$ cat config.mk
export PLATFORM = sky130hd
export DESIGN_NAME = clock_page_replacement
export DESIGN_NICKNAME = d
export VERILOG_FILES = /design/src/sv/cpr_pkg.sv /design/src/sv/cpr_ctrl.sv /design/src/sv/cpr_dpath.sv /design/src/sv/clock_page_replacement.sv
export SDC_FILE = /design/constraint.sdc
export NUM_CORES = 1
export LEC_CHECK = 0
export BUFFER_PORTS_ARGS = -buffer_cell sky130_fd_sc_hd__buf_2
export CAP_MARGIN = 0
export CORE_MARGIN = 8
export CORE_UTILIZATION = 50
export CTS_CLUSTER_DIAMETER = 30
export DETAILED_ROUTE_END_ITERATION = 6
export GPL_TIMING_DRIVEN = 0
export PLACE_DENSITY = 0.68
export SYNTH_ARGS = -nofsm -noshare
export SYNTH_HDL_FRONTEND = slang
export SYNTH_SLANG_ARGS = --single-unit
$ cat constraint.sdc
create_clock -name clk_i -period 6.55 [get_ports clk_i]
set_input_delay 0.9825 -clock clk_i [delete_from_list [all_inputs] [get_ports clk_i]]
set_output_delay 0.9825 -clock clk_i [all_outputs]
set_load 0.02 [all_outputs]
$ cat src/sv/cpr_pkg.sv
// ----------------------------------------------------------------------------
// cpr_pkg
// Shared constants and controller/datapath interface types for the clock
// (second-chance) page replacement block.
// ----------------------------------------------------------------------------
package cpr_pkg;

  localparam int unsigned MAX_FRAMES_DEF = 16;
  localparam int unsigned PAGE_BITS_DEF  = 8;

  localparam int unsigned FRAMES_W = 5;
  localparam int unsigned PAGE_W   = 8;
  localparam int unsigned SLOT_W   = 4;
  localparam int unsigned TOTAL_W  = 16;

  localparam logic [FRAMES_W-1:0] FRAMES_RST = 5'd16;
  localparam logic [TOTAL_W-1:0]  COUNT_MAX  = 16'hFFFF;

  typedef struct packed {
    logic capture;
    logic search;
    logic sweep;
    logic push;
  } cpr_cmd_t;

  typedef struct packed {
    logic miss_full;
    logic ref_set;
    logic out_free;
  } cpr_sts_t;

endpackage

$ cat src/sv/cpr_ctrl.sv
// ----------------------------------------------------------------------------
// cpr_ctrl
// Sequencer: capture a beat, search the slots, sweep the hand one slot per
// cycle on a full miss, then hand the result to the output register.
// ----------------------------------------------------------------------------
module cpr_ctrl
  import cpr_pkg::*;
(
  input  logic     clk_i,
  input  logic     rst_ni,
  input  logic     in_valid_i,
  output logic     in_stall_o,
  input  cpr_sts_t sts_i,
  output cpr_cmd_t cmd_o
);

  localparam logic [1:0] S_IDLE   = 2'd0;
  localparam logic [1:0] S_SEARCH = 2'd1;
  localparam logic [1:0] S_SWEEP  = 2'd2;
  localparam logic [1:0] S_PUSH   = 2'd3;

  logic [1:0] state_q, state_d;

  always_comb begin
    state_d = state_q;
    cmd_o   = '0;
    unique case (state_q)
      S_IDLE: begin
        if (in_valid_i) begin
          cmd_o.capture = 1'b1;
          state_d       = S_SEARCH;
        end
      end
      S_SEARCH: begin
        cmd_o.search = 1'b1;
        state_d      = sts_i.miss_full ? S_SWEEP : S_PUSH;
      end
      S_SWEEP: begin
        cmd_o.sweep = 1'b1;
        if (!sts_i.ref_set) begin
          state_d = S_PUSH;
        end
      end
      S_PUSH: begin
        if (sts_i.out_free) begin
          cmd_o.push = 1'b1;
          state_d    = S_IDLE;
        end
      end
      default: state_d = S_IDLE;
    endcase
  end

  assign in_stall_o = (state_q != S_IDLE);

  always_ff @(posedge clk_i or negedge rst_ni) begin
    if (!rst_ni) begin
      state_q <= S_IDLE;
    end else begin
      state_q <= state_d;
    end
  end

  a_accept_search: assert property (@(posedge clk_i) disable iff (!rst_ni)
    (in_valid_i && !in_stall_o) |=> (state_q == S_SEARCH))
    else $error("accepted beat did not enter search");

  a_sweep_ends: assert property (@(posedge clk_i) disable iff (!rst_ni)
    (state_q == S_SWEEP && !sts_i.ref_set) |=> (state_q == S_PUSH))
    else $error("sweep did not stop at a clear reference bit");

  a_push_idle: assert property (@(posedge clk_i) disable iff (!rst_ni)
    cmd_o.push |=> !in_stall_o)
    else $error("input not reopened after result push");

endmodule

$ cat src/sv/cpr_dpath.sv
// ----------------------------------------------------------------------------
// cpr_dpath
// Slot store with parallel page match, reference bits, clock hand, fault
// counter, frame count register and output register.
// ----------------------------------------------------------------------------
module cpr_dpath
  import cpr_pkg::*;
#(
  parameter int unsigned MAX_FRAMES = MAX_FRAMES_DEF,
  parameter int unsigned PAGE_BITS  = PAGE_BITS_DEF
) (
  input  logic                clk_i,
  input  logic                rst_ni,
  input  logic                cfg_we_i,
  input  logic [FRAMES_W-1:0] cfg_wdata_i,
  input  logic [PAGE_W-1:0]   page_number_i,
  input  logic                final_reference_i,
  input  cpr_cmd_t            cmd_i,
  output cpr_sts_t            sts_o,
  output logic                out_valid_o,
  input  logic                out_stall_i,
  output logic                page_fault_o,
  output logic [SLOT_W-1:0]   slot_index_o,
  output logic                evicted_valid_o,
  output logic [PAGE_W-1:0]   evicted_page_o,
  output logic [TOTAL_W-1:0]  fault_total_o,
  output logic                total_is_final_o
);

  localparam int unsigned IW = (MAX_FRAMES > 1) ? $clog2(MAX_FRAMES) : 1;
  localparam int unsigned CW = $clog2(MAX_FRAMES + 1);

  logic [FRAMES_W-1:0]   frames_q;
  logic [PAGE_BITS-1:0]  page_q;
  logic                  final_q;
  logic [PAGE_BITS-1:0]  slot_page_q [MAX_FRAMES];
  logic [MAX_FRAMES-1:0] valid_q;
  logic [MAX_FRAMES-1:0] ref_q;
  logic [IW-1:0]         hand_q;
  logic [IW-1:0]         sp_q;
  logic [TOTAL_W-1:0]    fault_cnt_q;

  logic                  res_fault_q;
  logic [IW-1:0]         res_slot_q;
  logic                  res_ev_valid_q;
  logic [PAGE_W-1:0]     res_ev_page_q;

  logic                  out_valid_q;
  logic                  out_fault_q;
  logic [SLOT_W-1:0]     out_slot_q;
  logic                  out_ev_valid_q;
  logic [PAGE_W-1:0]     out_ev_page_q;
  logic [TOTAL_W-1:0]    out_total_q;
  logic                  out_final_q;

  logic [CW-1:0] n_w;
  logic          hit;
  logic [IW-1:0] hit_idx;
  logic          emp;
  logic [IW-1:0] emp_idx;
  logic [IW-1:0] start_idx;
  logic [IW-1:0] sp_next;
  logic          pg_we;
  logic [IW-1:0] pg_waddr;

  always_comb begin
    if (frames_q == '0) begin
      n_w = CW'(1);
    end else if (32'(frames_q) > 32'(MAX_FRAMES)) begin
      n_w = CW'(MAX_FRAMES);
    end else begin
      n_w = CW'(frames_q);
    end
  end

  always_comb begin
    hit     = 1'b0;
    hit_idx = '0;
    emp     = 1'b0;
    emp_idx = '0;
    for (int i = 0; i < int'(MAX_FRAMES); i++) begin
      if (i < int'(n_w) && valid_q[i] && slot_page_q[i] == page_q) begin
        hit     = 1'b1;
        hit_idx = IW'(i);
      end
    end
    for (int i = int'(MAX_FRAMES) - 1; i >= 0; i--) begin
      if (i < int'(n_w) && !valid_q[i]) begin
        emp     = 1'b1;
        emp_idx = IW'(i);
      end
    end
  end

  assign start_idx = (int'(hand_q) < int'(n_w)) ? hand_q : '0;
  assign sp_next   = (int'(sp_q) + 1 >= int'(n_w)) ? '0 : sp_q + 1'b1;

  assign sts_o.miss_full = !hit && !emp;
  assign sts_o.ref_set   = ref_q[sp_q];
  assign sts_o.out_free  = !out_valid_q || !out_stall_i;

  always_comb begin
    pg_we    = 1'b0;
    pg_waddr = emp_idx;
    if (cmd_i.search && !hit && emp) begin
      pg_we = 1'b1;
    end else if (cmd_i.sweep && !ref_q[sp_q]) begin
      pg_we    = 1'b1;
      pg_waddr = sp_q;
    end
  end

  always_ff @(posedge clk_i) begin
    if (pg_we) begin
      slot_page_q[pg_waddr] <= page_q;
    end
  end

  always_ff @(posedge clk_i) begin
    if (cmd_i.capture) begin
      page_q  <= PAGE_BITS'(page_number_i);
      final_q <= final_reference_i;
    end
    if (cmd_i.search) begin
      res_fault_q    <= !hit;
      res_slot_q     <= hit ? hit_idx : emp_idx;
      res_ev_valid_q <= 1'b0;
      res_ev_page_q  <= '0;
    end else if (cmd_i.sweep && !ref_q[sp_q]) begin
      res_slot_q     <= sp_q;
      res_ev_valid_q <= 1'b1;
      res_ev_page_q  <= PAGE_W'(slot_page_q[sp_q]);
    end
    if (cmd_i.push) begin
      out_fault_q    <= res_fault_q;
      out_slot_q     <= SLOT_W'(res_slot_q);
      out_ev_valid_q <= res_ev_valid_q;
      out_ev_page_q  <= res_ev_page_q;
      out_total_q    <= fault_cnt_q;
      out_final_q    <= final_q;
    end
  end

  always_ff @(posedge clk_i or negedge rst_ni) begin
    if (!rst_ni) begin
      frames_q    <= FRAMES_RST;
      valid_q     <= '0;
      ref_q       <= '0;
      hand_q      <= '0;
      sp_q        <= '0;
      fault_cnt_q <= '0;
      out_valid_q <= 1'b0;
    end else begin
      if (cfg_we_i) begin
        frames_q <= cfg_wdata_i;
      end
      if (cmd_i.search) begin
        if (hit) begin
          ref_q[hit_idx] <= 1'b1;
        end else begin
          if (fault_cnt_q != COUNT_MAX) begin
            fault_cnt_q <= fault_cnt_q + 1'b1;
          end
          if (emp) begin
            valid_q[emp_idx] <= 1'b1;
          end else begin
            sp_q <= start_idx;
          end
        end
      end
      if (cmd_i.sweep) begin
        if (ref_q[sp_q]) begin
          ref_q[sp_q] <= 1'b0;
          sp_q        <= sp_next;
        end else begin
          valid_q[sp_q] <= 1'b1;
          hand_q        <= sp_next;
        end
      end
      if (cmd_i.push) begin
        out_valid_q <= 1'b1;
      end else if (!out_stall_i) begin
        out_valid_q <= 1'b0;
      end
    end
  end

  assign out_valid_o      = out_valid_q;
  assign page_fault_o     = out_fault_q;
  assign slot_index_o     = out_slot_q;
  assign evicted_valid_o  = out_ev_valid_q;
  assign evicted_page_o   = out_ev_page_q;
  assign fault_total_o    = out_total_q;
  assign total_is_final_o = out_final_q;

  a_cnt_mono: assert property (@(posedge clk_i) disable iff (!rst_ni)
    1'b1 |=> fault_cnt_q >= $past(fault_cnt_q))
    else $error("fault counter went backwards");

  a_sweep_clear: assert property (@(posedge clk_i) disable iff (!rst_ni)
    (cmd_i.sweep && sts_o.ref_set) |=>
      ($countones(ref_q) + 1 == $countones($past(ref_q))))
    else $error("sweep step did not clear exactly one reference bit");

  a_push_valid: assert property (@(posedge clk_i) disable iff (!rst_ni)
    cmd_i.push |=> out_valid_q)
    else $error("pushed result not presented");

endmodule

$ cat src/sv/clock_page_replacement.sv
// Flow: a hit or a fill into an empty slot passes the search and push states
// before its result shows; a replacement adds a sweep step per slot the hand visits.
// A new beat is taken only after the last result is pushed; the hand sweep
// tests one slot per cycle.
// Reset: slots empty, reference bits clear, hand and fault total zero,
// frames_in_use 16; no clearing pass, a beat can be taken right away.
// ----------------------------------------------------------------------------
// clock_page_replacement
// Clock (second-chance) page replacement over a small set of page frames.
// ----------------------------------------------------------------------------
module clock_page_replacement
  import cpr_pkg::*;
#(
  parameter int unsigned MAX_FRAMES = MAX_FRAMES_DEF,
  parameter int unsigned PAGE_BITS  = PAGE_BITS_DEF
) (
  input  logic                clk_i,
  input  logic                rst_ni,
  input  logic                cfg_we_i,
  input  logic [FRAMES_W-1:0] cfg_wdata_i,
  input  logic                in_valid_i,
  output logic                in_stall_o,
  input  logic [PAGE_W-1:0]   page_number_i,
  input  logic                final_reference_i,
  output logic                out_valid_o,
  input  logic                out_stall_i,
  output logic                page_fault_o,
  output logic [SLOT_W-1:0]   slot_index_o,
  output logic                evicted_valid_o,
  output logic [PAGE_W-1:0]   evicted_page_o,
  output logic [TOTAL_W-1:0]  fault_total_o,
  output logic                total_is_final_o
);

  cpr_cmd_t cmd;
  cpr_sts_t sts;

  cpr_ctrl u_ctrl (
    .clk_i      (clk_i),
    .rst_ni     (rst_ni),
    .in_valid_i (in_valid_i),
    .in_stall_o (in_stall_o),
    .sts_i      (sts),
    .cmd_o      (cmd)
  );

  cpr_dpath #(
    .MAX_FRAMES (MAX_FRAMES),
    .PAGE_BITS  (PAGE_BITS)
  ) u_dpath (
    .clk_i             (clk_i),
    .rst_ni            (rst_ni),
    .cfg_we_i          (cfg_we_i),
    .cfg_wdata_i       (cfg_wdata_i),
    .page_number_i     (page_number_i),
    .final_reference_i (final_reference_i),
    .cmd_i             (cmd),
    .sts_o             (sts),
    .out_valid_o       (out_valid_o),
    .out_stall_i       (out_stall_i),
    .page_fault_o      (page_fault_o),
    .slot_index_o      (slot_index_o),
    .evicted_valid_o   (evicted_valid_o),
    .evicted_page_o    (evicted_page_o),
    .fault_total_o     (fault_total_o),
    .total_is_final_o  (total_is_final_o)
  );

endmodule

=== Yosys cells after proc, flatten, opt, wreduce, memory -nomap -nowiden ===
Memories as Yosys holds them, arrays and structs flattened. A register that Yosys moved wholly into a read port is not among the register bits.
Index checks and enable logic that the tools add are counted.

* Logic and storage cells: 274
* Memories kept: 1
* Output and inout port bits: 33
* RAM bits: 128
* Register bits: 110

{| class="wikitable"
|+ Memory list
! memory !! words !! bits a word !! rd ports !! clocked after Yosys merged registers in !! wr ports !! RTL line !! RTL
|-
| u_dpath.slot_page_q || 16 || 8 || 17 || 1 || 1 || cpr_dpath.sv:36 || <nowiki>logic [PAGE_BITS-1:0] slot_page_q [MAX_FRAMES];</nowiki>
|}

* Muxes and demuxes: 111
* Add/sub/neg operators: 3
* Reduce and logical (&&, ||, !) cells: 84
* Eq/ne operators: 24
* Magnitude comparators: 25
* Bitwise gates (word level): 7

{| class="wikitable"
|+ Operators by type and width
! operator !! number
|-
| 16-bit 2-to-1 mux || 9
|-
| 4-bit 2-to-1 mux || 36
|-
| 8-bit == test || 16
|-
| 1-bit logical AND || 55
|-
| 1-bit 2-to-1 mux || 50
|-
| 16-bit bitwise OR || 3
|-
| 4-bit by 5-bit < comparator with 1-bit output (first input constant) || 8
|-
| 32-bit by 6-bit >= comparator with 1-bit output || 1
|-
| 1-bit logical NOT || 21
|-
| 3-bit by 5-bit < comparator with 1-bit output (first input constant) || 4
|-
| 16-bit by 1-bit adder with 16-bit output (second input constant) || 1
|-
| 16-bit AND || 1
|-
| 16-bit inequality test (second input constant) || 1
|-
| 16-bit NOT || 1
|-
| 4-bit by 5-bit < comparator with 1-bit output (second input constant) || 3
|-
| 1-bit demux with 4-bit select || 3
|-
| 4-bit by 1-bit >= comparator with 1-bit output (second input constant) || 3
|-
| 3-bit 2-to-1 mux || 4
|-
| 1-bit by 5-bit < comparator with 1-bit output (first input constant) || 2
|-
| 2-bit by 5-bit < comparator with 1-bit output (first input constant) || 2
|-
| 2-bit 2-to-1 mux || 5
|-
| 5-bit 2-to-1 mux || 2
|-
| 2-bit case mux with 4 select lines || 1
|-
| 2-bit inequality test (second input constant) || 3
|-
| other kinds (15) || 19
|}

=== Logic depth before layout (Yosys ltp) ===
* Depth in word-level cells: 32
* Gate-level depth with buffers: 14

=== By module ===
From an unflattened synthesis, not the netlist that was laid out.

* Cell total of the unflattened synthesis: 959
* Area total of the unflattened synthesis: 12529.5 um^2

{| class="wikitable"
|+ Modules (own cells, without submodules)
! module !! area an instance (um^2) !! seq. area each (um^2) !! instances !! cells an instance
|-
| cpr_dpath || 12296.8 || 6927.9 || 1 || 938
|-
| cpr_ctrl || 232.7 || 50.0 || 1 || 21
|}

=== Least setup slack after synthesis ===
Ideal clock, no wire load.

* Path type: input port to flip-flop
* From: in out_stall_i
* To: reg u_dpath.out_ev_page_q[0], in the netlist u_dpath.evicted_page_o[0], enable pin
* Data required time: 6083 ps
* Setup time: 467 ps
* Stages: 1
* Data arrival time: 3288 ps
* Setup slack: 2796 ps
* Cells stage by stage: a21boi_0

* Word-level cells in the longest chain between the ends: 4

{| class="wikitable"
|+ Ends and longest elaborated chain
! what !! RTL line !! RTL
|-
| start: declaration || clock_page_replacement.sv:26 || <nowiki>input logic out_stall_i,</nowiki>
|-
| 1-bit logical NOT || cpr_dpath.sv:100 || <nowiki>assign sts_o.out_free = !out_valid_q || !out_stall_i;</nowiki>
|-
| 1-bit logical OR || cpr_dpath.sv:100 ||
|-
| 1-bit 2-to-1 mux || cpr_ctrl.sv:45 || <nowiki>if (sts_i.out_free) begin</nowiki>
|-
| 1-bit 2-to-1 mux || cpr_ctrl.sv:27 || <nowiki>unique case (state_q)</nowiki>
|-
| end signal: assignment || cpr_dpath.sv:138 || <nowiki>out_ev_page_q <= res_ev_page_q;</nowiki>
|-
| end: declaration || cpr_dpath.sv:52 || <nowiki>logic [PAGE_W-1:0] out_ev_page_q;</nowiki>
|}

No other way between the ends.
A chain may end at the register's enable or synchronous reset.

=== Worst setup path in the final report ===
* From: reg u_dpath.page_q[3]
* To: mem u_dpath.slot_page_q[9][5] (netlist bit), enable pin

* Word-level cells in the longest chain between the ends: 24
* Elaborated cells between the ends (all ways): 55
* Those cells by class: eq/ne (16); mux (20); reduce/logical (19)

{| class="wikitable"
|+ Ends and longest elaborated chain
! what !! RTL line !! RTL
|-
| start: declaration || cpr_dpath.sv:34 || <nowiki>logic [PAGE_BITS-1:0] page_q;</nowiki>
|-
| start signal: assignment || cpr_dpath.sv:121 || <nowiki>page_q <= PAGE_BITS'(page_number_i);</nowiki>
|-
| 8-bit == test || cpr_dpath.sv:82 || <nowiki>if (i < int'(n_w) && valid_q[i] && slot_page_q[i] == page_q) begin</nowiki>
|-
| 1-bit logical AND || cpr_dpath.sv:82 ||
|-
| 1-bit 2-to-1 mux (15 in series) || cpr_dpath.sv:82 ||
|-
| 1-bit 2-to-1 mux (*) || cpr_dpath.sv:82 ||
|-
| 1-bit logical NOT (*) || cpr_dpath.sv:105 || <nowiki>if (cmd_i.search && !hit && emp) begin</nowiki>
|-
| 1-bit logical AND (*) (2 in series) || cpr_dpath.sv:105 ||
|-
| 1-bit 2-to-1 mux || cpr_dpath.sv:105 ||
|-
| 1-bit 2-to-1 mux || cpr_dpath.sv:114 || <nowiki>if (pg_we) begin</nowiki>
|-
| 1-bit 2-to-1 mux (implied by the code) || cpr_dpath.sv:115 || <nowiki>slot_page_q[pg_waddr] <= page_q;</nowiki>
|-
| end: declaration || cpr_dpath.sv:36 ||
|}

Every way passes the cells marked *; elsewhere a longest branch is shown, timed or not.

==> impl_metrics.yaml <==
sta:
  fmax_mhz: 209
  setup_viol: 0
  tns_ns: 0
  relSlewSlack_pct: 14.5
  final_max_slew_viol_count: 0
  tightest_slew_ns: 1.27
  rsz0062_at_grt: "false"
  min_period_ns: 4.78
  finalHoldViolations: 0
  fin_ws_ns: 1.77
  skew_ns: 0.0245
  period_share_pct: 73.0
clock_tree:
  ctsHoldBuffers: 0
  clk_transition_reported_paths_ns: 0.05
  clock_path_buffers: 3
  cts_buffers: 51
  cts_resized: 0
  cts.sinks: 246
  post-cts-setup-buffers: 0
  cts_tree: "done"
  clk_latency_ns: 0.55
  cts_root_buffer: "clkbuf_16"
  htreeDepth: 2
logic_synthesis:
  synth-async-reset-ratio_pct: 26.0
  synth_area_mm2: 0.0128
  synth_edf_count: 173
  yosys_warnings: 0
  ys_seq_elements: 246
  synth_ff_type: "edfxtp_1"
  avgSynthCellArea_um2: 13.2
  netlist_instances: 970
  yosysUniqueCellTypes: 84
  syn_nets: 1007
  yosysSeqAreaShare_pct: 54.5
route:
  wl_per_cell_um: 23.9
  firstDrtPassIters: 5
  drtAntennaViolNets: 0
  totalWireLength_um: 34600
  first_iter_violations: 795
  via_per_inst: 6.11
  vias: 8822
  drc: 0
critical_path:
  crit_chain: "buf_4, buf_6, xor2_1, nor3_1, and3_4, nor4_4, nand3_1, o21ai_0, a32oi_2, nor3_1"
  critPathCaptureType: "flip-flop"
  critPathTopFamily: "simple AND/OR/NAND/NOR gates"
  critPathKind: "flip-flop to flip-flop"
  cp_max_fo: 17
  cp-startpoint: "u_dpath.page_q[3]"
  critPathMostFrequentCell: "nor3_1"
  required_ns: 6.69
  timing.rr.start: "u_dpath.page_q[3]"
  slowest_delay_ns: 1.08
  crit_buf_inv: 2
  cp_slowest_cell: "nor3_1"
  start_kind: "flip-flop"
  arrival_ns: 4.92
grt:
  grt_pass1_wl_um: 52200
  grt_start_max_net_pins: 65
  grt_pass1_vias: 8676
  overflow: 0
  grtUsageTotal_pct: 22.1
  antenna_found_initial: 0
job:
  maxCapViolCount: 0
floorplan:
  die_h_um: 176
  start_util_pct: 50.9
  row_count: 58
  die_x_um: 176
  coreArea_mm2: 0.0252
  pin_count: 52
  die_area_mm2: 0.0310
power:
  p_per_area_mw_per_mm2: 472
  power_mw: 7.24
  leakagePower_nw: 5.55
  ir_drop_mv: 0.324
place:
  gp_congestion: 0.959
  io_buffers: 50
  dp_hpwl_um: 25500
  dp_slack_ns: 1.74
layout:
  antenna_cells: 0
  final_common_cell: "edfxtp_1"
  fin_nets: 1113
  area.growth.synth_to_final_pct: 19.7
  final_cell_mix: "edfxtp_1, xnor2_1, dfrtp_1"
  final_layout_size_suffix_gt1_share_pct: 24.3
outcome:
  outcome: "completed"
hold_path:
  min_path_type: "flip-flop to flip-flop"
  min-delay-start: "u_dpath.res_fault_q"
[worst paths after layout]
| path | cells after the start | slack [ns] | end |
|---|---|---|---|
| max | 10 | 1.77 | u_dpath.slot_page_q[9][5] |
| min | 0 | 0.42 | u_dpath.page_fault_o |
| max reg2reg | 10 | 1.77 | u_dpath.slot_page_q[9][5] |
| min reg2reg | 0 | 0.42 | u_dpath.page_fault_o |
| max in group asynchronous | 1 | 5.42 | u_dpath.ref_q[6] |
| min in group asynchronous | 1 | 0.54 | u_dpath.fault_cnt_q[6] |
[metal layers]
layer	vias to the layer above	part of all wire, %	GRT usage (%)
li1	3962	-	-
met1	4343	42	29.8
met2	433	46	35.0
met3	84	8.4	4.27
met4	0	3.4	8.55
met5	-	0	0
[cells in the mapped netlist, types with 5 or more instances]
master	instances	area share [%]
inv_1	25	0.73
buf_6	13	1.1
a41oi_1	6	0.41
mux2_2	6	0.53
buf_4	11	0.64
edfxtp_1	173	41
mux2i_1	12	0.94
mux4_2	45	7.9
dfrtp_1	63	12
nand3_1	27	1.1
and3_1	14	0.68
ha_1	18	1.8
nand2_1	43	1.3
o21ai_0	19	0.74
nor4_1	22	1.1
xnor2_1	97	6.6
nor4_2	5	0.49
buf_2	10	0.39
a31oi_1	8	0.39
nor3_1	36	1.4
a211oi_1	6	0.35
a221o_1	12	0.94
and2_1	13	0.64
dfxtp_1	9	1.4
buf_1	5	0.15
nand4_1	27	1.3
o211ai_1	9	0.53
xor2_1	47	3.2
a21oi_1	23	0.90
clkbuf_1	14	0.41
a21o_1	6	0.35
nor2_1	50	1.5
[cell type report]
class | count | area, µm²
clock inverters | 36 | 425
repair buffers | 53 | 285
well taps | 330 | 413
multi-input cells | 645 | 5420
fillers | 1970 | 9860
flip-flops and latches | 246 | 6980
plain buffers | 54 | 370
clock buffers | 56 | 1340
inverters | 25 | 93.8
[cell families after synthesis]
logic type,after synthesis,share of synthesized area (%)
simple gates,281,12.5
flops,246,54.5
xor+xnor,144,9.85
compound gates,138,8.28
buf+inv,79,3.62
mux,63,9.38
fa+ha+maj,19,1.84
[report_power, final]
group | internal (mW) | switching [mW]
registers | 2.10 | 0.255
clock network | 1.73 | 0.877
logic | 0.842 | 1.43
total | 4.68 | 2.56
[stage by stage]
step                hold WS [ns]  utilization [%]  cell area, µm²  std cells
floorplan                  0.400                -           12800        970
global placement           0.402             53.5           13500       1350
detailed placement         0.406             53.7           13500       1351
CTS                        0.419             60.7           15300       1443
global route               0.430             60.9           15300       1445
finish                     0.417             60.9           15300       1445
[flip-flops by register name (all words and copies together) (netlist names), 2 cells and up]
name / cells
u_dpath.ref_q: 16
u_dpath.hand_q: 4
u_ctrl.state_q: 2
u_dpath.sp_q: 4
u_dpath.evicted_page_o: 8
u_dpath.frames_q: 5
u_dpath.fault_total_o: 16
u_dpath.page_q: 8
u_dpath.valid_q: 16
u_dpath.slot_page_q: 128
u_dpath.res_ev_page_q: 8
u_dpath.res_slot_q: 4
u_dpath.fault_cnt_q: 16
u_dpath.slot_index_o: 4
No activity file was read; power rests on OpenSTA's default activity.
